## src/sv/ipdt_pkg.sv

```systemverilog
// Shared types and constants for the pulse-distance IR frame transmitter.
package ipdt_pkg;

    // Widths fixed by the configuration and word formats.
    localparam int DUR_W      = 16;
    localparam int BITS_W     = 6;
    localparam int CFG_IDX_W  = 3;
    localparam int CFG_DATA_W = 16;
    localparam int PAYLOAD_W  = 32;

    // Configuration register indexes.
    typedef enum logic [CFG_IDX_W-1:0] {
        CFG_START_MARK  = 3'd0,
        CFG_START_SPACE = 3'd1,
        CFG_BIT_MARK    = 3'd2,
        CFG_ONE_SPACE   = 3'd3,
        CFG_ZERO_SPACE  = 3'd4,
        CFG_END_MARK    = 3'd5,
        CFG_FRAME_BITS  = 3'd6
    } cfg_idx_t;

    // Reset values of the configuration registers.
    localparam logic [DUR_W-1:0]  RST_START_MARK  = 16'd16;
    localparam logic [DUR_W-1:0]  RST_START_SPACE = 16'd8;
    localparam logic [DUR_W-1:0]  RST_BIT_MARK    = 16'd1;
    localparam logic [DUR_W-1:0]  RST_ONE_SPACE   = 16'd3;
    localparam logic [DUR_W-1:0]  RST_ZERO_SPACE  = 16'd1;
    localparam logic [DUR_W-1:0]  RST_END_MARK    = 16'd1;
    localparam logic [BITS_W-1:0] RST_FRAME_BITS  = 6'd8;

    // Word request codes.
    localparam logic REQ_TICK  = 1'b0;
    localparam logic REQ_FRAME = 1'b1;

    // Current configuration as seen by the frame sequencer.
    typedef struct packed {
        logic [DUR_W-1:0]  start_mark;
        logic [DUR_W-1:0]  start_space;
        logic [DUR_W-1:0]  bit_mark;
        logic [DUR_W-1:0]  one_space;
        logic [DUR_W-1:0]  zero_space;
        logic [DUR_W-1:0]  end_mark;
        logic [BITS_W-1:0] frame_bits;
    } cfg_t;

    // One input word held in the input stage.
    typedef struct packed {
        logic                 req_type;
        logic [PAYLOAD_W-1:0] payload;
    } item_t;

    // Line phases of a frame.
    typedef enum logic [2:0] {
        PH_IDLE        = 3'd0,
        PH_START_MARK  = 3'd1,
        PH_START_SPACE = 3'd2,
        PH_BIT_MARK    = 3'd3,
        PH_BIT_SPACE   = 3'd4,
        PH_END_MARK    = 3'd5
    } phase_t;

endpackage

```

## src/sv/ipdt_cfg_regs.sv

```systemverilog
// Configuration register file of the IR frame transmitter.
module ipdt_cfg_regs (
    input  logic                           aclk,
    input  logic                           aresetn,
    input  logic                           cfg_wr_en,
    input  logic [ipdt_pkg::CFG_IDX_W-1:0]  cfg_index,
    input  logic [ipdt_pkg::CFG_DATA_W-1:0] cfg_data,
    output ipdt_pkg::cfg_t                 cfg
);
    import ipdt_pkg::*;

    cfg_t cfg_reg;

    // Register writes; an index beyond the list is ignored.
    always_ff @(posedge aclk) begin
        if (!aresetn) begin
            cfg_reg.start_mark  <= RST_START_MARK;
            cfg_reg.start_space <= RST_START_SPACE;
            cfg_reg.bit_mark    <= RST_BIT_MARK;
            cfg_reg.one_space   <= RST_ONE_SPACE;
            cfg_reg.zero_space  <= RST_ZERO_SPACE;
            cfg_reg.end_mark    <= RST_END_MARK;
            cfg_reg.frame_bits  <= RST_FRAME_BITS;
        end else if (cfg_wr_en) begin
            unique case (cfg_index)
                CFG_START_MARK:  cfg_reg.start_mark  <= cfg_data[DUR_W-1:0];
                CFG_START_SPACE: cfg_reg.start_space <= cfg_data[DUR_W-1:0];
                CFG_BIT_MARK:    cfg_reg.bit_mark    <= cfg_data[DUR_W-1:0];
                CFG_ONE_SPACE:   cfg_reg.one_space   <= cfg_data[DUR_W-1:0];
                CFG_ZERO_SPACE:  cfg_reg.zero_space  <= cfg_data[DUR_W-1:0];
                CFG_END_MARK:    cfg_reg.end_mark    <= cfg_data[DUR_W-1:0];
                CFG_FRAME_BITS:  cfg_reg.frame_bits  <= cfg_data[BITS_W-1:0];
                default: ;
            endcase
        end
    end

    assign cfg = cfg_reg;

endmodule

```

## src/sv/ipdt_in_stage.sv

```systemverilog
// Input register stage that captures one word ahead of the frame sequencer.
module ipdt_in_stage (
    input  logic                          aclk,
    input  logic                          aresetn,
    input  logic                          s_valid,
    output logic                          s_ready,
    input  logic                          s_req_type,
    input  logic [ipdt_pkg::PAYLOAD_W-1:0] s_payload,
    output logic                          item_valid,
    output ipdt_pkg::item_t               item,
    input  logic                          item_take
);
    import ipdt_pkg::*;

    logic  valid_reg;
    item_t item_reg;

    // The stage refills in the same cycle in which its word moves on.
    assign s_ready = !valid_reg || item_take;

    always_ff @(posedge aclk) begin
        if (!aresetn) begin
            valid_reg <= 1'b0;
        end else if (s_ready) begin
            valid_reg <= s_valid;
        end
    end

    // Payload capture needs no reset.
    always_ff @(posedge aclk) begin
        if (s_valid && s_ready) begin
            item_reg.req_type <= s_req_type;
            item_reg.payload  <= s_payload;
        end
    end

    assign item_valid = valid_reg;
    assign item       = item_reg;

endmodule

```

## src/sv/ipdt_frame_fsm.sv

```systemverilog
// Frame sequencer: phase state, tick counter, data shifter and result register.
module ipdt_frame_fsm #(
    parameter int DATA_WIDTH  = 32,
    parameter int COUNT_WIDTH = 16
) (
    input  logic            aclk,
    input  logic            aresetn,
    input  ipdt_pkg::cfg_t  cfg,
    input  logic            item_valid,
    input  ipdt_pkg::item_t item,
    output logic            item_take,
    output logic            m_valid,
    input  logic            m_ready,
    output logic            m_line_level,
    output logic            m_busy_res,
    output logic            m_frame_done,
    output logic            m_request_dropped
);
    import ipdt_pkg::*;

    phase_t                 phase_reg, phase_next;
    logic [COUNT_WIDTH-1:0] tick_reg, tick_next;
    logic [BITS_W-1:0]      bit_idx_reg, bit_idx_next;
    logic [DATA_WIDTH-1:0]  shift_reg, shift_next;

    logic m_valid_reg;
    logic level_reg, busy_reg, done_reg, dropped_reg;

    logic              start_frame;
    logic              last_tick;
    logic [BITS_W-1:0] bits_sat;
    logic [BITS_W-1:0] bit_idx_inc;
    logic              level_d, done_d, dropped_d;

    // A word moves on whenever the result register is free or being emptied.
    assign item_take = item_valid && (!m_valid_reg || m_ready);

    // Frame request while idle starts a frame and uses no tick.
    assign start_frame = (item.req_type == REQ_FRAME) && (phase_reg == PH_IDLE);
    assign last_tick   = !(tick_reg > COUNT_WIDTH'(1));
    assign bits_sat    = (cfg.frame_bits > BITS_W'(DATA_WIDTH)) ? BITS_W'(DATA_WIDTH)
                                                                 : cfg.frame_bits;
    assign bit_idx_inc = bit_idx_reg + BITS_W'(1);

    // Next state of the sequencer for the word now in the input stage.
    always_comb begin
        phase_next   = phase_reg;
        tick_next    = tick_reg;
        bit_idx_next = bit_idx_reg;
        shift_next   = shift_reg;
        if (start_frame) begin
            phase_next   = PH_START_MARK;
            tick_next    = COUNT_WIDTH'(cfg.start_mark);
            bit_idx_next = '0;
            shift_next   = item.payload[DATA_WIDTH-1:0];
        end else if (phase_reg != PH_IDLE) begin
            if (!last_tick) begin
                tick_next = tick_reg - COUNT_WIDTH'(1);
            end else begin
                unique case (phase_reg)
                    PH_START_MARK: begin
                        phase_next = PH_START_SPACE;
                        tick_next  = COUNT_WIDTH'(cfg.start_space);
                    end
                    PH_START_SPACE: begin
                        if (bits_sat == '0) begin
                            phase_next = PH_END_MARK;
                            tick_next  = COUNT_WIDTH'(cfg.end_mark);
                        end else begin
                            phase_next = PH_BIT_MARK;
                            tick_next  = COUNT_WIDTH'(cfg.bit_mark);
                        end
                    end
                    PH_BIT_MARK: begin
                        phase_next = PH_BIT_SPACE;
                        tick_next  = shift_reg[0] ? COUNT_WIDTH'(cfg.one_space)
                                                  : COUNT_WIDTH'(cfg.zero_space);
                    end
                    PH_BIT_SPACE: begin
                        shift_next   = shift_reg >> 1;
                        bit_idx_next = bit_idx_inc;
                        if (bit_idx_inc < bits_sat) begin
                            phase_next = PH_BIT_MARK;
                            tick_next  = COUNT_WIDTH'(cfg.bit_mark);
                        end else begin
                            phase_next = PH_END_MARK;
                            tick_next  = COUNT_WIDTH'(cfg.end_mark);
                        end
                    end
                    PH_END_MARK: begin
                        phase_next = PH_IDLE;
                        tick_next  = '0;
                    end
                    default: begin
                        phase_next = PH_IDLE;
                        tick_next  = '0;
                    end
                endcase
            end
        end
    end

    // Result fields for the word now in the input stage.
    always_comb begin
        level_d   = 1'b0;
        done_d    = 1'b0;
        dropped_d = (item.req_type == REQ_FRAME) && (phase_reg != PH_IDLE);
        if (!start_frame && phase_reg != PH_IDLE) begin
            level_d = (phase_reg == PH_START_MARK) || (phase_reg == PH_BIT_MARK) ||
                      (phase_reg == PH_END_MARK);
            done_d  = (phase_reg == PH_END_MARK) && last_tick;
        end
    end

    // Sequencer state advances once per word taken.
    always_ff @(posedge aclk) begin
        if (!aresetn) begin
            phase_reg   <= PH_IDLE;
            tick_reg    <= '0;
            bit_idx_reg <= '0;
            shift_reg   <= '0;
        end else if (item_take) begin
            phase_reg   <= phase_next;
            tick_reg    <= tick_next;
            bit_idx_reg <= bit_idx_next;
            shift_reg   <= shift_next;
        end
    end

    // Result register valid flag.
    always_ff @(posedge aclk) begin
        if (!aresetn) begin
            m_valid_reg <= 1'b0;
        end else if (!m_valid_reg || m_ready) begin
            m_valid_reg <= item_valid;
        end
    end

    // Result payload.
    always_ff @(posedge aclk) begin
        if (item_take) begin
            level_reg   <= level_d;
            busy_reg    <= (phase_next != PH_IDLE);
            done_reg    <= done_d;
            dropped_reg <= dropped_d;
        end
    end

    assign m_valid           = m_valid_reg;
    assign m_line_level      = level_reg;
    assign m_busy_res        = busy_reg;
    assign m_frame_done      = done_reg;
    assign m_request_dropped = dropped_reg;

endmodule

```

## src/sv/ir_pulse_distance_frame_tx_top.sv

```systemverilog
// Top level of the pulse-distance IR frame transmitter.
//
//   Port group  Direction  Handshake         Word contents
//   s_*         in         s_valid/s_ready   s_req_type, s_payload
//   m_*         out        m_valid/m_ready   m_line_level, m_busy_res, m_frame_done,
//                                            m_request_dropped
//   cfg_*       in         cfg_wr_en         cfg_index, cfg_data
//
// An accepted input word is loaded first into the input register and then into the
// result register. One word is taken every cycle while m_ready does not stall the
// result register, and the phase and counter update once per word taken.
// A synchronous active-low reset on aresetn clears the stage valid flags and the
// sequencer and loads the configuration reset values. A stall on m_ready holds the
// result and fills the input register, after which s_ready drops.
module ir_pulse_distance_frame_tx_top #(
    parameter int DATA_WIDTH  = 32,
    parameter int COUNT_WIDTH = 16
) (
    input  logic                            aclk,
    input  logic                            aresetn,
    input  logic                            s_valid,
    output logic                            s_ready,
    input  logic                            s_req_type,
    input  logic [ipdt_pkg::PAYLOAD_W-1:0]   s_payload,
    output logic                            m_valid,
    input  logic                            m_ready,
    output logic                            m_line_level,
    output logic                            m_busy_res,
    output logic                            m_frame_done,
    output logic                            m_request_dropped,
    input  logic                            cfg_wr_en,
    input  logic [ipdt_pkg::CFG_IDX_W-1:0]   cfg_index,
    input  logic [ipdt_pkg::CFG_DATA_W-1:0]  cfg_data
);
    import ipdt_pkg::*;

    cfg_t  cfg;
    item_t item;
    logic  item_valid;
    logic  item_take;

    // Configuration registers.
    ipdt_cfg_regs u_cfg (
        .aclk      (aclk),
        .aresetn   (aresetn),
        .cfg_wr_en (cfg_wr_en),
        .cfg_index (cfg_index),
        .cfg_data  (cfg_data),
        .cfg       (cfg)
    );

    // Input register stage.
    ipdt_in_stage u_in (
        .aclk       (aclk),
        .aresetn    (aresetn),
        .s_valid    (s_valid),
        .s_ready    (s_ready),
        .s_req_type (s_req_type),
        .s_payload  (s_payload),
        .item_valid (item_valid),
        .item       (item),
        .item_take  (item_take)
    );

    // Frame sequencer and result register.
    ipdt_frame_fsm #(
        .DATA_WIDTH  (DATA_WIDTH),
        .COUNT_WIDTH (COUNT_WIDTH)
    ) u_fsm (
        .aclk              (aclk),
        .aresetn           (aresetn),
        .cfg               (cfg),
        .item_valid        (item_valid),
        .item              (item),
        .item_take         (item_take),
        .m_valid           (m_valid),
        .m_ready           (m_ready),
        .m_line_level      (m_line_level),
        .m_busy_res        (m_busy_res),
        .m_frame_done      (m_frame_done),
        .m_request_dropped (m_request_dropped)
    );

endmodule
```

## config.mk

```make
export PLATFORM = sky130hd
export DESIGN_NAME = ir_pulse_distance_frame_tx_top
export DESIGN_NICKNAME = d
export VERILOG_FILES = /design/src/sv/ipdt_pkg.sv /design/src/sv/ipdt_cfg_regs.sv /design/src/sv/ipdt_in_stage.sv /design/src/sv/ipdt_frame_fsm.sv /design/src/sv/ir_pulse_distance_frame_tx_top.sv
export SDC_FILE = /design/constraint.sdc
export NUM_CORES = 1
export LEC_CHECK = 0
export BUFFER_PORTS_ARGS = -buffer_cell sky130_fd_sc_hd__buf_2
export CORE_AREA = 10 10 190 139
export DETAILED_ROUTE_END_ITERATION = 12
export DIE_AREA = 0 0 200 149
export GPL_TIMING_DRIVEN = 1
export MAX_ROUTING_LAYER = met4
export PLACE_DENSITY_LB_ADDON = 0.12
export SYNTH_ARGS = -nofsm -noshare
export SYNTH_HDL_FRONTEND = slang
export SYNTH_SLANG_ARGS = --single-unit
export TNS_END_PERCENT = 100
```

## constraint.sdc

```tcl
create_clock -name aclk -period 2.4 [get_ports aclk]
set_input_delay 0.24 -clock aclk [delete_from_list [all_inputs] [get_ports aclk]]
set_output_delay 0.24 -clock aclk [all_outputs]
set_load 0.01 [all_outputs]
```

==> flow_summary.json, run 1 <==
{
  "dpl.hpwl_um": 18000,
  "dieArea_um2": 29800,
  "start_kind": "register",
  "finalCritPeriodShare_pct": 102,
  "area.growth.synth_to_final_pct": 26.0,
  "multi_input_area_um2": 4520,
  "syn_nets": 1094,
  "path_clk_slew_ns": 0.07,
  "netlist_area_um2": 8940,
  "io_pins": 63,
  "clockPowerShare_pct": 38.2,
  "synth_cell_types": 58,
  "placed_cell_area_um2": 9980,
  "slowest_delay_ns": 0.38,
  "final_nets": 1225,
  "hold_ws_ns": 0.0614,
  "worst_slack_ns": -0.0389,
  "power_frac_seq_pct": 49.2,
  "cp_max_fo": 7,
  "violations": "negative setup slack",
  "cts_buffers": 17,
  "rows": 47,
  "synthArstFlopShare_pct": 0,
  "htree_levels": 4,
  "layout-drive-gt1-share_pct": 19.4,
  "vias": 7781,
  "status": "finished with violations",
  "hold_viol": 0,
  "final.fill_count": 2212,
  "drtPass1Iterations": 5,
  "grt_antenna_before_repair": 0,
  "min_period_ns": 2.44,
  "synth_cells": 1029,
  "avgSynthCellArea_um2": 8.69,
  "ant_nets": 0,
  "largest_register_ff_count": 102,
  "r2r_slack_ns": -0.04,
  "finalMaxSlewViolations": 0,
  "rsz0062_at_grt": "yes",
  "maxCapViolations": 0,
  "grt_max_degree": 56,
  "synth_ff_type": "dfxtp_1",
  "initialDrtViolationCount": 525,
  "regArea_um2": 4350,
  "critPathSlowestCell": "dfxtp_4",
  "p_leak_nw": 4.48,
  "wire_per_inst_um": 17.9,
  "swShare_pct": 27.1,
  "internal_power_w": 0.00530,
  "final_area_um2": 11300,
  "grt_pass1_vias": 7511,
  "initial_core_util_pct": 38.9,
  "synth_edf_count": 37,
  "grt_usage_pct": 18.4,
  "grt_first_pass_wirelength_um": 42100,
  "setup_viol": 1,
  "end_kind": "register",
  "port_buffers": 62,
  "hold_path.class": "in2reg",
  "grt-ovfl-total": 0,
  "required_ns": 2.73,
  "cts.sinks": 198,
  "p_sw_w": 0.00197,
  "p_comb_share_pct": 12.6,
  "cellPowerDensity_nw_per_um2": 644,
  "ys.warnings.count": 0,
  "ir_drop_mv": 0.492,
  "worstMarginPinSlew_ns": 0.847,
  "worst_skew_pair.late_latency_ns": 0.45,
  "cts_tree": "yes",
  "coreArea_um2": 23000,
  "gp_congestion": 0.910,
  "cts.path.max_buffers": 2,
  "diodes": 0,
  "critPathKind": "reg2reg",
  "yosysSeqAreaShare_pct": 48.5,
  "max_freq_ghz": 0.410,
  "viasPerCell": 5.22,
  "routed_wl_um": 26700,
  "arrival_ns": 2.77,
  "clockRootBuffer": "clkbuf_16",
  "slew_headroom_pct": 43.4,
  "path_cells": "nand3_4 > nor2_4 > xor2_2 > ha_1 > nand4_1 > nor3_4 > buf_6 > o31ai_4 > a211oi_2 > buf_6 > buf_6 > a221oi_2 > nor2_1",
  "crit_top_cell": "buf_6",
  "die_height_um": 149,
  "drc": 0,
  "skew_ns": 0.0155,
  "ys_ff_latch": 198,
  "die_x_um": 200
}
Yosys cell counts (6+ instances only):
| master | number | area [µm²] |
|---|---|---|
| a221o_1 | 9 | 90.1 |
| a221oi_1 | 9 | 78.8 |
| clkbuf_1 | 62 | 233 |
| nand2_1 | 305 | 1140 |
| inv_1 | 10 | 37.5 |
| mux2i_1 | 24 | 240 |
| nand4_1 | 6 | 37.5 |
| o221ai_1 | 10 | 87.6 |
| o211a_1 | 31 | 310 |
| edfxtp_1 | 37 | 1110 |
| o21ai_0 | 18 | 90.1 |
| a211oi_1 | 6 | 45.0 |
| nor4_1 | 7 | 43.8 |
| nor2b_1 | 20 | 125 |
| a21oi_1 | 12 | 60.1 |
| dfxtp_1 | 161 | 3220 |
| a31oi_1 | 8 | 50.1 |
| ha_1 | 8 | 100 |
| nand3_1 | 58 | 290 |
| nor2_1 | 42 | 158 |
| a21boi_0 | 94 | 706 |
| xnor2_1 | 8 | 70.1 |
| nor3_1 | 10 | 50.1 |
timing repair:
action / in CTS / in global routing
buffers inserted: 11 / 7
pin swaps: 18 / 15
gates cloned: 1 / 1
resized for setup: 31 / 31
endpoints found under the hold margin: 33 / 0
setup endpoints to repair: 12 / 50
hold buffers: 33 / 0
layer usage:
metal  track usage [%]  wire length (µm)  vias up  part of all wire, %
met2              24.5             10900      172                   41
met1              27.5             14200     3718                   53
met5                 -                 0        -                    0
li1                  -                 -     3870                    -
met4              4.95               358        0                  1.3
met3              3.27              1250       21                  4.7
cell families (layout without fill, tap and decap cells):
logic type	count (synthesis)	count (layout)	synth area share (%)
mux	24	24	2.69
buf+inv	79	223	3.39
flops	198	198	48.5
fa+ha+maj	8	8	1.12
compound gates	226	226	19.7
simple gates	482	482	23.5
xor+xnor	12	12	1.17
cell usage in the layout (no fill, tap or decap), types with 9 or more instances in the layout:
cell,instances
a21boi_0,94
a21oi_1,9
a221o_1,9
buf_2,61
buf_4,71
buf_6,9
clkbuf_16,18
dfxtp_1,155
dlygate4sd3_1,33
edfxtp_1,37
inv_1,9
mux2i_1,24
nand2_1,301
nand3_1,56
nor2_1,40
nor2b_1,19
o211a_1,31
o21ai_0,16
o221ai_1,10
worst max-delay path: cells and delay by family, from the launching register on:
kind,cells,cell delay (ns)
AND/OR/NAND/NOR,5,0.51
adder cells (fa/ha/maj),1,0.27
XOR/XNOR,1,0.17
AO/OA/AOI/OAI,3,0.60
buffers and inverters,3,0.40
flip-flops,1,0.38
path summary, 6_finish.rpt:
check	from	to	cells after the start
max	u_fsm.bit_idx_reg[1]$_SDFFE_PN0P_	u_fsm.tick_reg[8]$_SDFFE_PN0P_	13
min	s_valid	u_in.item_valid$_SDFFE_PN0N_	3
max reg2reg	u_fsm.bit_idx_reg[1]$_SDFFE_PN0P_	u_fsm.tick_reg[8]$_SDFFE_PN0P_	13
min reg2reg	u_cfg.cfg[46]$_SDFFE_PN0P_	u_cfg.cfg[46]$_SDFFE_PN0P_	2
stage by stage:
stage / util, % / power (W) / setup TNS [ns] / setup slack, ns / std cells
5_1_grt: 49.0 / 0.00757 / -2.47 / -0.193 / 1491
3_5_place_dp: 43.4 / 0.00448 / -0.553 / -0.0613 / 1406
6_report: 49.0 / 0.00727 / -0.0389 / -0.0389 / 1491
3_3_place_gp: 43.4 / 0.00448 / -0.0453 / -0.0129 / 1406
2_1_floorplan: - / 0.00413 / 0 / 0.0353 / 1029
4_1_cts: 48.2 / 0.00729 / -0.414 / -0.0672 / 1483
power by group through the flow:
stage                     Clock (W)  Sequential (W)  Combinational [W]
final                       0.00277         0.00357           0.000919
after global routing        0.00297         0.00359            0.00101
after CTS                   0.00283         0.00357           0.000883
after detailed placement          0         0.00365           0.000832
after global placement            0         0.00365           0.000830
after floorplan                   0         0.00363           0.000499
layout make-up:
| type | instances | share of cell area [%] |
|---|---|---|
| sequential | 198 | 38.6 |
| timing repair buffer | 181 | 12.6 |
| inverter | 10 | 0.333 |
| multi-input combinational | 752 | 40.1 |
| clock buffer | 19 | 3.93 |
| clock inverter | 13 | 0.965 |
| tap | 318 | 3.53 |
Power figures use the tool's default switching activity.
==> run 2: changes to the inputs <==
--- a/config.mk
+++ b/config.mk
@@ -13,3 +13,3 @@
 export MAX_ROUTING_LAYER = met4
-export PLACE_DENSITY_LB_ADDON = 0.12
+export PLACE_DENSITY = 0.53
 export SYNTH_ARGS = -nofsm -noshare
==> constraint.sdc (replaced) <==
create_clock -name aclk -period 2.3 [get_ports aclk]
set_input_delay 0.115 -clock aclk [delete_from_list [all_inputs] [get_ports aclk]]
set_output_delay 0.115 -clock aclk [all_outputs]
set_load 0.01 [all_outputs]
==> run 2 against run 1 <==
The flow still finishes with violations (negative setup slack). Fmax is 0.35% higher. Critical path depth is 2 lower. Register-to-register slack worse by 0.09 ns. Wire length is 0.30% higher. Sequential share of layout area is 1.4 points lower. Setup slack worse by 0.092 ns. Count of clock-buffer cells in the layout is 2 lower. Sequential power is 4% higher. Total power is 7.6% higher. Final cell count is 1.1% higher. First-iteration DRC count is 18% higher. Clock power is 9.4% higher.
==> flow_summary.json, run 2 (synthesis gave the netlist of run 1 again) <==
{
  "largest_register_ff_count": 102,
  "whs_path_depth": 3,
  "initial_core_util_pct": 38.9,
  "violations": "negative setup slack",
  "routed_wl_um": 26800,
  "setup_viol": 47,
  "cts.path.max_buffers": 2,
  "cellPowerDensity_nw_per_um2": 670,
  "path_clk_slew_ns": 0.08,
  "grt_max_degree": 74,
  "final.fill_count": 2207,
  "cts_tree": "yes",
  "grt_antenna_before_repair": 0,
  "die_x_um": 200,
  "finalNonFillerCells": 1507,
  "die_height_um": 149,
  "clockPowerShare_pct": 38.7,
  "worst_slack_ns": -0.130,
  "grt_usage_pct": 17.9,
  "p_sw_w": 0.00212,
  "diodes": 0,
  "path_delay_family": "compound AO/OA/AOI/OAI gates",
  "drtPass1Iterations": 7,
  "cts_buffers": 17,
  "ir_drop_mv": 0.482,
  "wire_per_inst_um": 17.8,
  "skew_ns": 0.0114,
  "layout_commonest_cell": "nand2_1",
  "crit_top_cell": "buf_6",
  "area.growth.synth_to_final_pct": 30.6,
  "hold_path.class": "in2reg",
  "p_comb_share_pct": 13.7,
  "arrival_ns": 2.75,
  "viasPerCell": 5.20,
  "final_area_um2": 11700,
  "layout-drive-gt1-share_pct": 21.4,
  "end_kind": "register",
  "coreArea_um2": 23000,
  "gp_congestion": 0.880,
  "ant_nets": 0,
  "dp_cells": 1422,
  "power_frac_seq_pct": 47.6,
  "path_buf_inv": 2,
  "slowest_delay_ns": 0.36,
  "hold_viol": 0,
  "cts.sinks": 198,
  "vias": 7843,
  "final_nets": 1241,
  "worstMarginPinSlew_ns": 0.842,
  "htree_levels": 4,
  "layout_common_cells": "305 x nand2_1, 156 x dfxtp_1, 91 x a21boi_0",
  "finalCritPeriodShare_pct": 106,
  "dieArea_um2": 29800,
  "rsz0062_at_grt": "yes",
  "critPathKind": "reg2reg",
  "grt_pass1_vias": 7240,
  "required_ns": 2.62,
  "max_freq_ghz": 0.411,
  "worst_skew_pair.late_latency_ns": 0.44,
  "finalMaxSlewViolations": 0,
  "maxCapViolations": 0,
  "p_leak_nw": 4.63,
  "internal_power_w": 0.00570,
  "grt_first_pass_wirelength_um": 40800,
  "port_buffers": 62,
  "r2r_cells": 11,
  "start_kind": "register",
  "drc": 0,
  "critPathSlowestCell": "dfxtp_4",
  "path_cells": "ha_4 > buf_6 > xor2_2 > ha_1 > nand4_1 > nor3_4 > o31ai_4 > buf_6 > a221o_1 > a31oi_1 > o21ai_1",
  "cp.depth": 11,
  "io_pins": 63,
  "rows": 47,
  "slew_headroom_pct": 43.2,
  "min_period_ns": 2.43,
  "dpl.hpwl_um": 18000,
  "clockRootBuffer": "clkbuf_16",
  "grt-ovfl-total": 0,
  "swShare_pct": 27.2,
  "final_core_util_pct": 50.8,
  "cp_max_fo": 5,
  "placed_cell_area_um2": 10100,
  "initialDrtViolationCount": 620,
  "status": "finished with violations"
}
## run 2: cell types whose count changed in the layout (fill, tap and decap cells not counted), moves of 4 or more
| cell | delta |
|---|---|
| nand3_1 | -25 |
| nand3_2 | +25 |
| dlygate4sd3_1 | +8 |
| a221oi_1 | -5 |
| clkbuf_16 | +5 |
| buf_12 | +4 |
| nand2_1 | +4 |
| nand2_2 | -4 |
## run 2: worst min-delay path, cell delays in order
cell      delay (ns)
buf_2           0.17
nand2_1         0.07
a21boi_0        0.06
## run 2: worst paths after layout
| check | start | to | slack (ns) |
|---|---|---|---|
| worst max-delay path | u_fsm.bit_idx_reg[0]$_SDFFE_PN0P_ | u_fsm.tick_reg[4]$_SDFFE_PN0P_ | -0.13 |
| worst min-delay path | cfg_data[15] | u_cfg.cfg[69]$_SDFFE_PN0P_ | 0.02 |
| worst max register to register | u_fsm.bit_idx_reg[0]$_SDFFE_PN0P_ | u_fsm.tick_reg[4]$_SDFFE_PN0P_ | -0.13 |
| worst min register to register | u_cfg.cfg[48]$_SDFFE_PN0P_ | u_cfg.cfg[48]$_SDFFE_PN0P_ | 0.47 |
## run 2: final cells by class
type | instances | area, µm² | area share, %
clock inverters | 15 | 169 | 1.45
inverters | 10 | 37.5 | 0.321
multi-input cells | 752 | 4640 | 39.7
flip-flops and latches | 198 | 4350 | 37.2
repair buffers | 197 | 1660 | 14.2
well taps | 318 | 398 | 3.41
clock buffers | 17 | 425 | 3.64
## run 2: layer usage
layer,wire length [µm],vias to the layer above,global-route usage [%]
met4,195,0,3.78
met2,10900,176,23.8
met5,0,-,-
met1,14300,3738,27.2
li1,-,3917,-
met3,1440,12,3.11
## run 2: per-stage QoR
step / setup WS (ns) / TNS, ns / power, W / hold slack, ns
final: -0.130 / -2.03 / 0.00782 / 0.0183
after global routing: -0.251 / -8.30 / 0.00813 / 0.0176
after CTS: -0.177 / -2.26 / 0.00783 / 0.00360
after detailed placement: -0.241 / -2.47 / 0.00474 / 0.293
after global placement: -0.162 / -1.20 / 0.00474 / 0.291
after floorplan: -0.0124 / -0.0577 / 0.00431 / 0.214
## run 2: power by group through the flow
stage,registers (W),clock network [W],logic (W)
after floorplan,0.00379,0,0.000523
after global placement,0.00380,0,0.000941
after detailed placement,0.00380,0,0.000943
after CTS,0.00372,0.00310,0.00101
after global routing,0.00374,0.00322,0.00117
final,0.00372,0.00303,0.00107
## run 2: what timing repair did
| action | in CTS | in global routing |
|---|---|---|
| hold buffers | 41 | 0 |
| gates resized for setup | 20 | 52 |
| pin swaps | 5 | 13 |
| setup buffers | 1 | 4 |
| cloned | 1 | 6 |
| endpoints found under the hold margin | 68 | 0 |
| endpoints found under the setup margin | 22 | 53 |
==> run 3: changes to the inputs <==
PLACE_DENSITY = unset   (was 0.53)
PLACE_DENSITY_LB_ADDON = 0.12   (was unset)
RECOVER_POWER = 25   (was unset)
==> run 3 against run 2 <==
The run still ends with negative setup slack left. Sequential power is essentially flat. First-iteration DRC count shrank 30%. Count of clock-buffer cells in the layout rose by 3.
==> flow_summary.json, run 3 (synthesis gave the netlist of run 1 again) <==
{
  "status": "finished with violations",
  "initial_core_util_pct": 38.9,
  "path_delay_family": "buffers and inverters",
  "die_x_um": 200,
  "grt_first_pass_wirelength_um": 41000,
  "p_total_w": 0.00772,
  "die_height_um": 149,
  "cts_buffers": 17,
  "cts.sinks": 198,
  "coreArea_um2": 23000,
  "hold_ws_ns": 0.0248,
  "clockRootBuffer": "clkbuf_16",
  "path_buf_inv": 5,
  "htree_levels": 4,
  "cp_max_fo": 8,
  "diodes": 0,
  "cellPowerDensity_nw_per_um2": 675,
  "critPathKind": "reg2reg",
  "grt_usage_pct": 18.1,
  "hold_viol": 0,
  "layout_common_cells": "302 x nand2_1, 156 x dfxtp_1, 93 x a21boi_0",
  "final_area_um2": 11400,
  "gp_congestion": 0.900,
  "start_kind": "register",
  "dieArea_um2": 29800,
  "vias": 7770,
  "p_leak_nw": 4.54,
  "setup_viol": 17,
  "critPathSlowestCell": "dfxtp_2",
  "rows": 47,
  "cts_tree": "yes",
  "layout_commonest_cell": "nand2_1",
  "grt-ovfl-total": 0,
  "drc": 0,
  "slowest_delay_ns": 0.34,
  "dp_cells": 1424,
  "area.growth.synth_to_final_pct": 27.9,
  "drtPass1Iterations": 5,
  "min_period_ns": 2.44,
  "path_clk_slew_ns": 0.07,
  "cts.path.max_buffers": 2,
  "end_kind": "register",
  "port_buffers": 62,
  "final_nets": 1239,
  "grt_pass1_vias": 7288,
  "path_cells": "buf_4 > buf_4 > xor2_2 > ha_1 > nand4_1 > nor3_4 > buf_6 > o31ai_4 > a211oi_2 > buf_6 > buf_12 > a21oi_2 > o211ai_1",
  "grt_antenna_before_repair": 0,
  "wire_per_inst_um": 17.4,
  "arrival_ns": 2.81,
  "ant_nets": 0,
  "hold_path.class": "in2reg",
  "routed_wl_um": 26200,
  "initialDrtViolationCount": 434,
  "io_pins": 63,
  "dpl.hpwl_um": 18200,
  "violations": "negative setup slack",
  "largest_register_ff_count": 102,
  "grt_max_degree": 96,
  "layout-drive-gt1-share_pct": 19.0,
  "rsz0062_at_grt": "yes",
  "finalMaxSlewViolations": 0,
  "viasPerCell": 5.16,
  "worst_skew_pair.late_latency_ns": 0.44,
  "skew_ns": 0.0110,
  "ir_drop_mv": 0.561,
  "worst_slack_ns": -0.141,
  "required_ns": 2.67,
  "finalCritPeriodShare_pct": 106,
  "maxCapViolations": 0,
  "worstMarginPinSlew_ns": 1.08,
  "max_freq_ghz": 0.410,
  "finalNonFillerCells": 1505,
  "placed_cell_area_um2": 10200,
  "slew_headroom_pct": 28.3,
  "tns_ns": -1.44
}
run 3: changes by cell type in the layout (fill, tap and decap cells not counted), moves of 3 or more:
cell       before  now
nand2_2         0    3
buf_4          74   78
buf_2          61   53
nand3_1        31   56
nand3_2        26    0
clkbuf_1        0    9
clkbuf_16      23   17
nand2_1       305  302
run 3: worst paths after layout:
check	startpoint	end	slack [ns]	depth (start not counted)
min	cfg_data[8]	u_cfg.cfg[46]$_SDFFE_PN0P_	0.02	3
max	u_fsm.bit_idx_reg[2]$_SDFFE_PN0P_	u_fsm.tick_reg[3]$_SDFFE_PN0P_	-0.14	13
max reg2reg	u_fsm.bit_idx_reg[2]$_SDFFE_PN0P_	u_fsm.tick_reg[3]$_SDFFE_PN0P_	-0.14	13
min reg2reg	u_cfg.cfg[6]$_SDFFE_PN1P_	u_fsm.tick_reg[0]$_SDFFE_PN0P_	0.46	2
run 3: layer usage:
metal	routed length [µm]	GRT usage [%]	vias to the layer above	share of wire (%)
met2	10600	23.9	166	40
met4	213	4.34	0	0.81
met1	14100	27.6	3692	54
li1	-	-	3898	-
met3	1280	2.91	14	4.9
met5	0	-	-	0
run 3: worst min-delay path, cell delays in order:
cell	delay, ns
buf_2	0.17
nand2_1	0.07
a21boi_0	0.06
run 3: what timing repair did:
item                       CTS  global route
hold endpoints to repair    63             0
pin swaps                   19            28
hold buffers                42             0
resized for setup           19            34
setup endpoints to repair   18            53
setup buffers                3             4
gates cloned                 1             0
run 3: cell type report:
| cell class | instances | area, µm² |
|---|---|---|
| clock buffers | 20 | 457 |
| clock inverters | 12 | 116 |
| fillers | 2234 | 11600 |
| inverters | 10 | 37.5 |
| multi-input cells | 752 | 4560 |
| flip-flops and latches | 198 | 4350 |
| well taps | 318 | 398 |
| repair buffers | 195 | 1520 |
run 3: power by group:
| part | total [W] | switching, W | internal, W | leakage, nW |
|---|---|---|---|---|
| logic | 0.00102 | 0.000555 | 0.000468 | 2.58 |
| clock network | 0.00297 | 0.00140 | 0.00157 | 0.283 |
| registers | 0.00373 | 0.0000696 | 0.00366 | 1.67 |
run 3: through the flow:
| step | utilization [%] | worst slack [ns] |
|---|---|---|
| 6_report | 49.8 | -0.141 |
| 5_1_grt | 49.8 | -0.307 |
| 3_3_place_gp | 44.2 | -0.135 |
| 3_5_place_dp | 44.2 | -0.280 |
| 2_1_floorplan | - | -0.0124 |
| 4_1_cts | 49.0 | -0.155 |
